## config.mk

```make
export PLATFORM = sky130hd
export DESIGN_NAME = motor_speed_integral_controller
export DESIGN_NICKNAME = d
export VERILOG_FILES = /design/src/hdl/msic_pkg.sv /design/src/hdl/motor_speed_integral_controller.sv /design/src/hdl/msic_divider.sv
export SDC_FILE = /design/constraint.sdc
export NUM_CORES = 1
export LEC_CHECK = 0
export ABC_AREA = 1
export CELL_PAD_IN_SITES_DETAIL_PLACEMENT = 1
export CELL_PAD_IN_SITES_GLOBAL_PLACEMENT = 2
export CORE_MARGIN = 3
export CORE_UTILIZATION = 39
export CTS_CLUSTER_SIZE = 8
export DETAILED_ROUTE_END_ITERATION = 10
export DONT_BUFFER_PORTS = 1
export PLACE_DENSITY = 0.92
export SYNTH_ARGS = -nofsm -noshare
export SYNTH_HDL_FRONTEND = slang
export SYNTH_SLANG_ARGS = --single-unit
```

## constraint.sdc

```tcl
create_clock -name clk -period 5.92 [get_ports clk]
set_input_delay 1.184 -clock clk [delete_from_list [all_inputs] [get_ports clk]]
set_output_delay 1.184 -clock clk [all_outputs]
set_load 0.02 [all_outputs]
```

## src/hdl/msic_pkg.sv

```systemverilog
// ----------------------------------------------------------------------------
// msic_pkg: shared types and constants of the integral speed controller
// Field widths, register indexes, reset values and request/result structs.
// ----------------------------------------------------------------------------
package msic_pkg;

	localparam int SPEED_W   = 28;
	localparam int DUTY_W    = 16;
	localparam int TARGET_W  = 12;
	localparam int INCR_W    = 8;
	localparam int TACH_W    = 24;
	localparam int CFG_IDX_W = 3;
	localparam int CFG_DAT_W = SPEED_W;
	localparam int SUM_W     = SPEED_W + 2;

	localparam int PERIOD_WIDTH_DEF = 24;

	localparam logic [SPEED_W-1:0]  SPEED_SCALE_RST = SPEED_W'(200000000);
	localparam logic [DUTY_W-1:0]   DUTY_FLOOR_RST  = DUTY_W'(1500);
	localparam logic [DUTY_W-1:0]   DUTY_CEIL_RST   = DUTY_W'(3500);
	localparam logic [TARGET_W-1:0] TARGET_MIN_RST  = TARGET_W'(100);
	localparam logic [TARGET_W-1:0] TARGET_MAX_RST  = TARGET_W'(600);
	localparam logic [INCR_W-1:0]   TARGET_INC_RST  = INCR_W'(50);
	localparam logic [DUTY_W-1:0]   DUTY_RST        = DUTY_W'(3000);
	localparam logic [TARGET_W-1:0] TARGET_RST      = TARGET_W'(300);

	typedef enum logic [CFG_IDX_W-1:0] {
		REG_SPEED_SCALE  = 3'd0,
		REG_DUTY_FLOOR   = 3'd1,
		REG_DUTY_CEILING = 3'd2,
		REG_TARGET_MIN   = 3'd3,
		REG_TARGET_MAX   = 3'd4,
		REG_TARGET_INC   = 3'd5
	} cfg_reg_t;

	typedef struct packed {
		logic [TACH_W-1:0] tach_period;
		logic              raise_request;
		logic              lower_request;
	} in_item_t;

	typedef struct packed {
		logic [DUTY_W-1:0]   duty_value;
		logic                duty_changed;
		logic [SPEED_W-1:0]  measured_speed;
		logic [TARGET_W-1:0] speed_target;
		logic                period_zero;
	} out_item_t;

endpackage

```

## src/hdl/motor_speed_integral_controller.sv

```systemverilog
// ----------------------------------------------------------------------------
// motor_speed_integral_controller: integral speed controller, one tick per request
// Speed from tachometer period by division, target stepping, windowed duty update.
// ----------------------------------------------------------------------------
//  channel | direction | handshake          | payload
//  in      | input     | in_valid/in_stall   | in_data   (in_item_t)
//  out     | output    | out_valid/out_stall | out_data  (out_item_t)
//  cfg     | input     | cfg_valid/cfg_ready | cfg_index, cfg_data
//
//  A request is not followed by another until it has passed the radix-2 divider,
//  one quotient bit per cycle, and the update step.
//  in_stall is high from acceptance until the result is written to the output register.
//  A result waiting under out_stall holds the update step until the register frees.
//  Reset sets config registers, duty (3000) and target (300) to their defaults.
//  cfg_ready is always high.
module motor_speed_integral_controller import msic_pkg::*; #(
	parameter int PERIOD_WIDTH = PERIOD_WIDTH_DEF
) (
	input  logic                 clk,
	input  logic                 arst_n,
	input  logic                 in_valid,
	output logic                 in_stall,
	input  in_item_t             in_data,
	output logic                 out_valid,
	input  logic                 out_stall,
	output out_item_t            out_data,
	input  logic                 cfg_valid,
	output logic                 cfg_ready,
	input  logic [CFG_IDX_W-1:0] cfg_index,
	input  logic [CFG_DAT_W-1:0] cfg_data
);

	typedef enum logic [2:0] {
		ST_IDLE = 3'b001,
		ST_DIV  = 3'b010,
		ST_UPD  = 3'b100
	} state_t;

	state_t              state_q;
	logic [SPEED_W-1:0]  scale_q;
	logic [DUTY_W-1:0]   floor_q;
	logic [DUTY_W-1:0]   ceil_q;
	logic [TARGET_W-1:0] tmin_q;
	logic [TARGET_W-1:0] tmax_q;
	logic [INCR_W-1:0]   incr_q;
	logic [DUTY_W-1:0]   duty_q;
	logic [TARGET_W-1:0] target_q;
	logic                raise_q;
	logic                lower_q;
	logic                zero_q;
	logic                out_valid_q;
	out_item_t           out_data_q;

	logic [PERIOD_WIDTH-1:0] period;
	logic                    in_acc;
	logic                    div_done;
	logic [SPEED_W-1:0]      div_quot;
	logic [SPEED_W-1:0]      speed;
	logic [TARGET_W:0]       tgt_up;
	logic [TARGET_W-1:0]     tgt_next;
	logic signed [SUM_W-1:0] sum;
	logic                    accept_duty;
	logic                    out_free;

	if (PERIOD_WIDTH <= TACH_W) begin : g_trim
		assign period = in_data.tach_period[PERIOD_WIDTH-1:0];
	end else begin : g_ext
		assign period = {{(PERIOD_WIDTH-TACH_W){1'b0}}, in_data.tach_period};
	end

	assign in_acc    = in_valid && !in_stall;
	assign in_stall  = (state_q != ST_IDLE);
	assign cfg_ready = 1'b1;
	assign out_free  = !out_valid_q || !out_stall;

	msic_divider #(
		.PERIOD_W(PERIOD_WIDTH)
	) u_divider (
		.clk     (clk),
		.arst_n  (arst_n),
		.start   (in_acc),
		.dividend(scale_q),
		.divisor (period),
		.done    (div_done),
		.quotient(div_quot)
	);

	always_comb begin
		speed  = zero_q ? {SPEED_W{1'b1}} : div_quot;
		tgt_up = {1'b0, target_q} + (TARGET_W+1)'(incr_q);
		tgt_next = target_q;
		priority if (raise_q) begin
			if (target_q < tmax_q)
				tgt_next = tgt_up[TARGET_W] ? {TARGET_W{1'b1}} : tgt_up[TARGET_W-1:0];
		end else if (lower_q) begin
			if (target_q > tmin_q)
				tgt_next = (target_q > TARGET_W'(incr_q))
				         ? target_q - TARGET_W'(incr_q) : '0;
		end else begin
			tgt_next = target_q;
		end
		sum = $signed(SUM_W'(duty_q)) + $signed(SUM_W'(target_q)) - $signed(SUM_W'(speed));
		accept_duty = (sum > $signed(SUM_W'(floor_q))) && (sum < $signed(SUM_W'(ceil_q)));
	end

	always_ff @(posedge clk or negedge arst_n) begin
		if (!arst_n) begin
			scale_q <= SPEED_SCALE_RST;
			floor_q <= DUTY_FLOOR_RST;
			ceil_q  <= DUTY_CEIL_RST;
			tmin_q  <= TARGET_MIN_RST;
			tmax_q  <= TARGET_MAX_RST;
			incr_q  <= TARGET_INC_RST;
		end else if (cfg_valid && cfg_ready) begin
			case (cfg_reg_t'(cfg_index))
				REG_SPEED_SCALE:  scale_q <= cfg_data[SPEED_W-1:0];
				REG_DUTY_FLOOR:   floor_q <= cfg_data[DUTY_W-1:0];
				REG_DUTY_CEILING: ceil_q  <= cfg_data[DUTY_W-1:0];
				REG_TARGET_MIN:   tmin_q  <= cfg_data[TARGET_W-1:0];
				REG_TARGET_MAX:   tmax_q  <= cfg_data[TARGET_W-1:0];
				REG_TARGET_INC:   incr_q  <= cfg_data[INCR_W-1:0];
				default: ;
			endcase
		end
	end

	always_ff @(posedge clk or negedge arst_n) begin
		if (!arst_n) begin
			state_q     <= ST_IDLE;
			duty_q      <= DUTY_RST;
			target_q    <= TARGET_RST;
			out_valid_q <= 1'b0;
		end else begin
			if (state_q == ST_UPD && out_free)
				out_valid_q <= 1'b1;
			else if (!out_stall)
				out_valid_q <= 1'b0;
			unique case (state_q)
				ST_IDLE: begin
					if (in_acc)
						state_q <= ST_DIV;
				end
				ST_DIV: begin
					if (div_done)
						state_q <= ST_UPD;
				end
				ST_UPD: begin
					if (out_free) begin
						target_q    <= tgt_next;
						if (accept_duty)
							duty_q <= sum[DUTY_W-1:0];
						state_q     <= ST_IDLE;
					end
				end
				default: state_q <= ST_IDLE;
			endcase
		end
	end

	always_ff @(posedge clk) begin
		if (in_acc) begin
			raise_q <= in_data.raise_request;
			lower_q <= in_data.lower_request;
			zero_q  <= (period == '0);
		end
		if (state_q == ST_UPD && out_free) begin
			out_data_q.duty_value     <= accept_duty ? sum[DUTY_W-1:0] : duty_q;
			out_data_q.duty_changed   <= accept_duty;
			out_data_q.measured_speed <= speed;
			out_data_q.speed_target   <= tgt_next;
			out_data_q.period_zero    <= zero_q;
		end
	end

	assign out_valid = out_valid_q;
	assign out_data  = out_data_q;

endmodule

```

## src/hdl/msic_divider.sv

```systemverilog
// ----------------------------------------------------------------------------
// msic_divider: radix-2 restoring divider
// One quotient bit per cycle; quotient stays valid until the next start.
// ----------------------------------------------------------------------------
module msic_divider import msic_pkg::*; #(
	parameter int PERIOD_W = PERIOD_WIDTH_DEF
) (
	input  logic                clk,
	input  logic                arst_n,
	input  logic                start,
	input  logic [SPEED_W-1:0]  dividend,
	input  logic [PERIOD_W-1:0] divisor,
	output logic                done,
	output logic [SPEED_W-1:0]  quotient
);

	localparam int CNT_W = $clog2(SPEED_W);

	logic                busy_q;
	logic                done_q;
	logic [CNT_W-1:0]    cnt_q;
	logic [SPEED_W-1:0]  num_q;
	logic [PERIOD_W-1:0] den_q;
	logic [PERIOD_W-1:0] rem_q;
	logic [PERIOD_W:0]   rem_shift;
	logic [PERIOD_W:0]   den_ext;
	logic [PERIOD_W:0]   rem_diff;
	logic                ge;

	always_comb begin
		rem_shift = {rem_q, num_q[SPEED_W-1]};
		den_ext   = {1'b0, den_q};
		ge        = rem_shift >= den_ext;
		rem_diff  = rem_shift - den_ext;
	end

	always_ff @(posedge clk or negedge arst_n) begin
		if (!arst_n) begin
			busy_q <= 1'b0;
			done_q <= 1'b0;
			cnt_q  <= '0;
		end else begin
			done_q <= 1'b0;
			if (start) begin
				busy_q <= 1'b1;
				cnt_q  <= CNT_W'(SPEED_W - 1);
			end else if (busy_q) begin
				cnt_q <= cnt_q - 1'b1;
				if (cnt_q == '0) begin
					busy_q <= 1'b0;
					done_q <= 1'b1;
				end
			end
		end
	end

	always_ff @(posedge clk) begin
		if (start) begin
			num_q <= dividend;
			den_q <= divisor;
			rem_q <= '0;
		end else if (busy_q) begin
			rem_q <= ge ? rem_diff[PERIOD_W-1:0] : rem_shift[PERIOD_W-1:0];
			num_q <= {num_q[SPEED_W-2:0], ge};
		end
	end

	assign done     = done_q;
	assign quotient = num_q;

endmodule

```

==> metrics.txt <==
pre-CTS WS=442 ps; most used cell, CP=nand2_1; Highest Clock Rate=179 MHz; Slew Limit Fails=0; port buffer count=0; Worst path slowest cell=edfxtp_1; minimum clock period=5580 ps; P&R area growth vs syn=10.7%; final WL=50500 microns; WS Path Type=reg2reg; CP Capture Type=register; Final Skew=23.9 ps; Final nets=2250; Avg Inst Size Synth=8.08 sq um; pin count of the biggest net entering global routing=132; Critical Path AT=5900 ps; Clock Latency Late Sink=560 ps; share of cells above drive strength 1=0.0882; status=finished clean; drt first pass iters=5; setup slack, reg-to-reg=340 ps; ANT cells=0; R2R depth=27; startpoint types=register; antenna violations before repair=1; Max-Cap Viols=0; Chip Height=212 microns; H-tree depth=2; RSZ-0062 raised after global routing=false; relative slew slack=0.207; core footprint=0.0414 sq mm; LEAKAGE=0.00872 uW; Hold Vio Cnt, Final=0; aggregate global-route resource usage=0.227; post-route clock period utilization=0.943; CTS Buffer Depth=3; Routed Antenna Nets=0; Num CTS Buffers=40; CTS root buf=clkbuf_16; Via Count=13.7k; CTS tree=built; Post-synth EDFFs=113; routability congestion estimate=0.870; r2r endpoint=out_data[52]$_DFFE_PP_; Die Area=0.0450 sq mm; Worst Path Required=6230 ps; Reg clk slew, reported paths=50 ps; DR WL/cell=19.3 microns; sink count of the clock tree=268; Fillers=5002; number of DRC markers in iteration 0=812; first-pass GRT wire length=79700 microns; post-DP HPWL=38400 microns; Mapped Nets=2243; synth unique cells=56; Max VDD drop=0.000384 V; total gr overflow=0; max incr delay on CP=550 ps; vias in the first global route=14.6k; Post-CTS Setup Bufs=0; Worst Hold Class=in2async; flops & latches, synth=268; starting density of the core=0.400; DRC Markers=0; Setup WS post-layout=339 ps; Synth Instances=2048; num rows=74; sequential area share after synthesis=0.436; Setup TNS=0 ps; I/O pin count=123; Final setup viols=0; PwrDens=670 mW/mm^2; die width=212 microns; reg2reg start=zero_q$_DFFE_PP_; Ys Warns=0; measured slew at the worst slew-check pin=1190 ps; DR vias/cell=5.24; Async SR Flop Fraction=0.489; ys flop type=edfxtp_1; crit-path max FO=19; mapped cell area=0.0166 sq mm
-- power breakdown --
group / internal, uW / switching (uW) / total, uW
clock: 1330 / 844 / 2170
sequential: 2640 / 431 / 3070
combinational: 2320 / 4710 / 7020
total: 6280 / 5980 / 12300
-- what timing repair did --
action,4_1_cts,5_1_grt
hold endpoints to repair,0,0
endpoints found under the setup margin,0,1
gates resized for setup,0,0
hold buffers,0,0
-- per-stage QoR --
stage                     power, uW  hold WS, ps  std cells  cell area (sq um)  utilization
after floorplan                7910          444       2048              16600            -
after global placement         9790          454       2545              17100        0.414
after detailed placement      10000          462       2545              17100        0.414
after CTS                     12300          305       2619              18300        0.443
after global routing          13500          317       2619              18300        0.443
final                         12300          337       2619              18300        0.443
-- cell usage after synthesis, types with 15 or more instances --
master    count  share of area
dfrtp_1      83           0.13
inv_1       309          0.070
xnor2_1      16         0.0085
nor3_1       23         0.0070
dfstp_2      48          0.076
nand3_1     112          0.034
o21ai_0     155          0.047
fa_1         15          0.018
a21oi_1     105          0.032
edfxtp_1    113           0.20
ha_1        118          0.089
dfxtp_1      24          0.029
and2_1       22         0.0083
nor2_1      113          0.026
nand4_1      22         0.0083
or2_2        17         0.0064
clkbuf_1     41         0.0093
xor2_1       25          0.013
nand2_1     538           0.12
nand2_2      15         0.0057
-- kinds of logic (layout without fill, tap and decap cells) --
kind of cell | Yosys count | in the layout | synth area share
other | 1 | 1 | 0.000227
AND/OR/NAND/NOR | 900 | 900 | 0.236
multiplexers | 12 | 12 | 0.00816
AO/OA/AOI/OAI | 323 | 323 | 0.106
adder cells (fa/ha/maj) | 133 | 133 | 0.107
XOR/XNOR | 41 | 41 | 0.0217
flip-flops | 268 | 268 | 0.436
buffers and inverters | 370 | 409 | 0.0857
-- placed cells by master (no fill, tap or decap), types with 15 or more instances in the layout --
cell type / count
a21oi_1: 105
and2_1: 22
buf_4: 15
clkbuf_1: 27
clkbuf_16: 41
dfrtp_1: 83
dfstp_2: 48
dfxtp_1: 24
edfxtp_1: 113
fa_1: 15
ha_1: 118
inv_1: 308
nand2_1: 538
nand2_2: 15
nand3_1: 112
nand4_1: 22
nor2_1: 112
nor3_1: 23
o21ai_0: 155
or2_2: 17
xnor2_1: 16
xor2_1: 25
-- critical path: cells and delay by family (launching register included) --
| kind | cells | cell delay (ps) |
|---|---|---|
| and+or+nand+nor | 17 | 2550 |
| adders and majority gates | 3 | 1100 |
| xor gates and xnor gates | 1 | 370 |
| buffers and inverters | 6 | 770 |
| DFF | 1 | 550 |
-- per-layer routing --
metal	wire (microns)	global-route usage
met5	0	0
met4	1360	0.0700
met3	2250	0.0391
met2	24000	0.385
met1	22900	0.297
-- worst max path at each step --
stage | start | to | slack, ps | cells after the start
final | zero_q$_DFFE_PP_ | out_data[52]$_DFFE_PP_ | 340 | 27
after global routing | zero_q$_DFFE_PP_ | out_data[52]$_DFFE_PP_ | 20 | 27
after CTS | zero_q$_DFFE_PP_ | out_data[52]$_DFFE_PP_ | 390 | 27
after detailed placement | zero_q$_DFFE_PP_ | out_data[52]$_DFFE_PP_ | 440 | 27
after global placement | zero_q$_DFFE_PP_ | out_data[52]$_DFFE_PP_ | 530 | 27
after floorplan | zero_q$_DFFE_PP_ | out_data[51]$_DFFE_PP_ | 1390 | 25
-- registers in the layout, summed over array words and instances (netlist names), 16 cells and up --
register / cells
u_divider.rem_q: 24
floor_q: 16
out_data: 58
u_divider.quotient: 28
u_divider.den_q: 24
scale_q: 28
duty_q: 16
ceil_q: 16
-- area by class of cell --
type | count | area (sq um) | area share
clock buffer | 71 | 1170 | 0.0638
multi-input combinational | 1410 | 7930 | 0.433
sequential | 268 | 7210 | 0.394
timing repair buffer | 15 | 113 | 0.00615
clock inverter | 3 | 22.5 | 0.00123
tap | 532 | 666 | 0.0363
inverter | 320 | 1210 | 0.0658
Note: power is estimated with default switching activity, not from simulation.
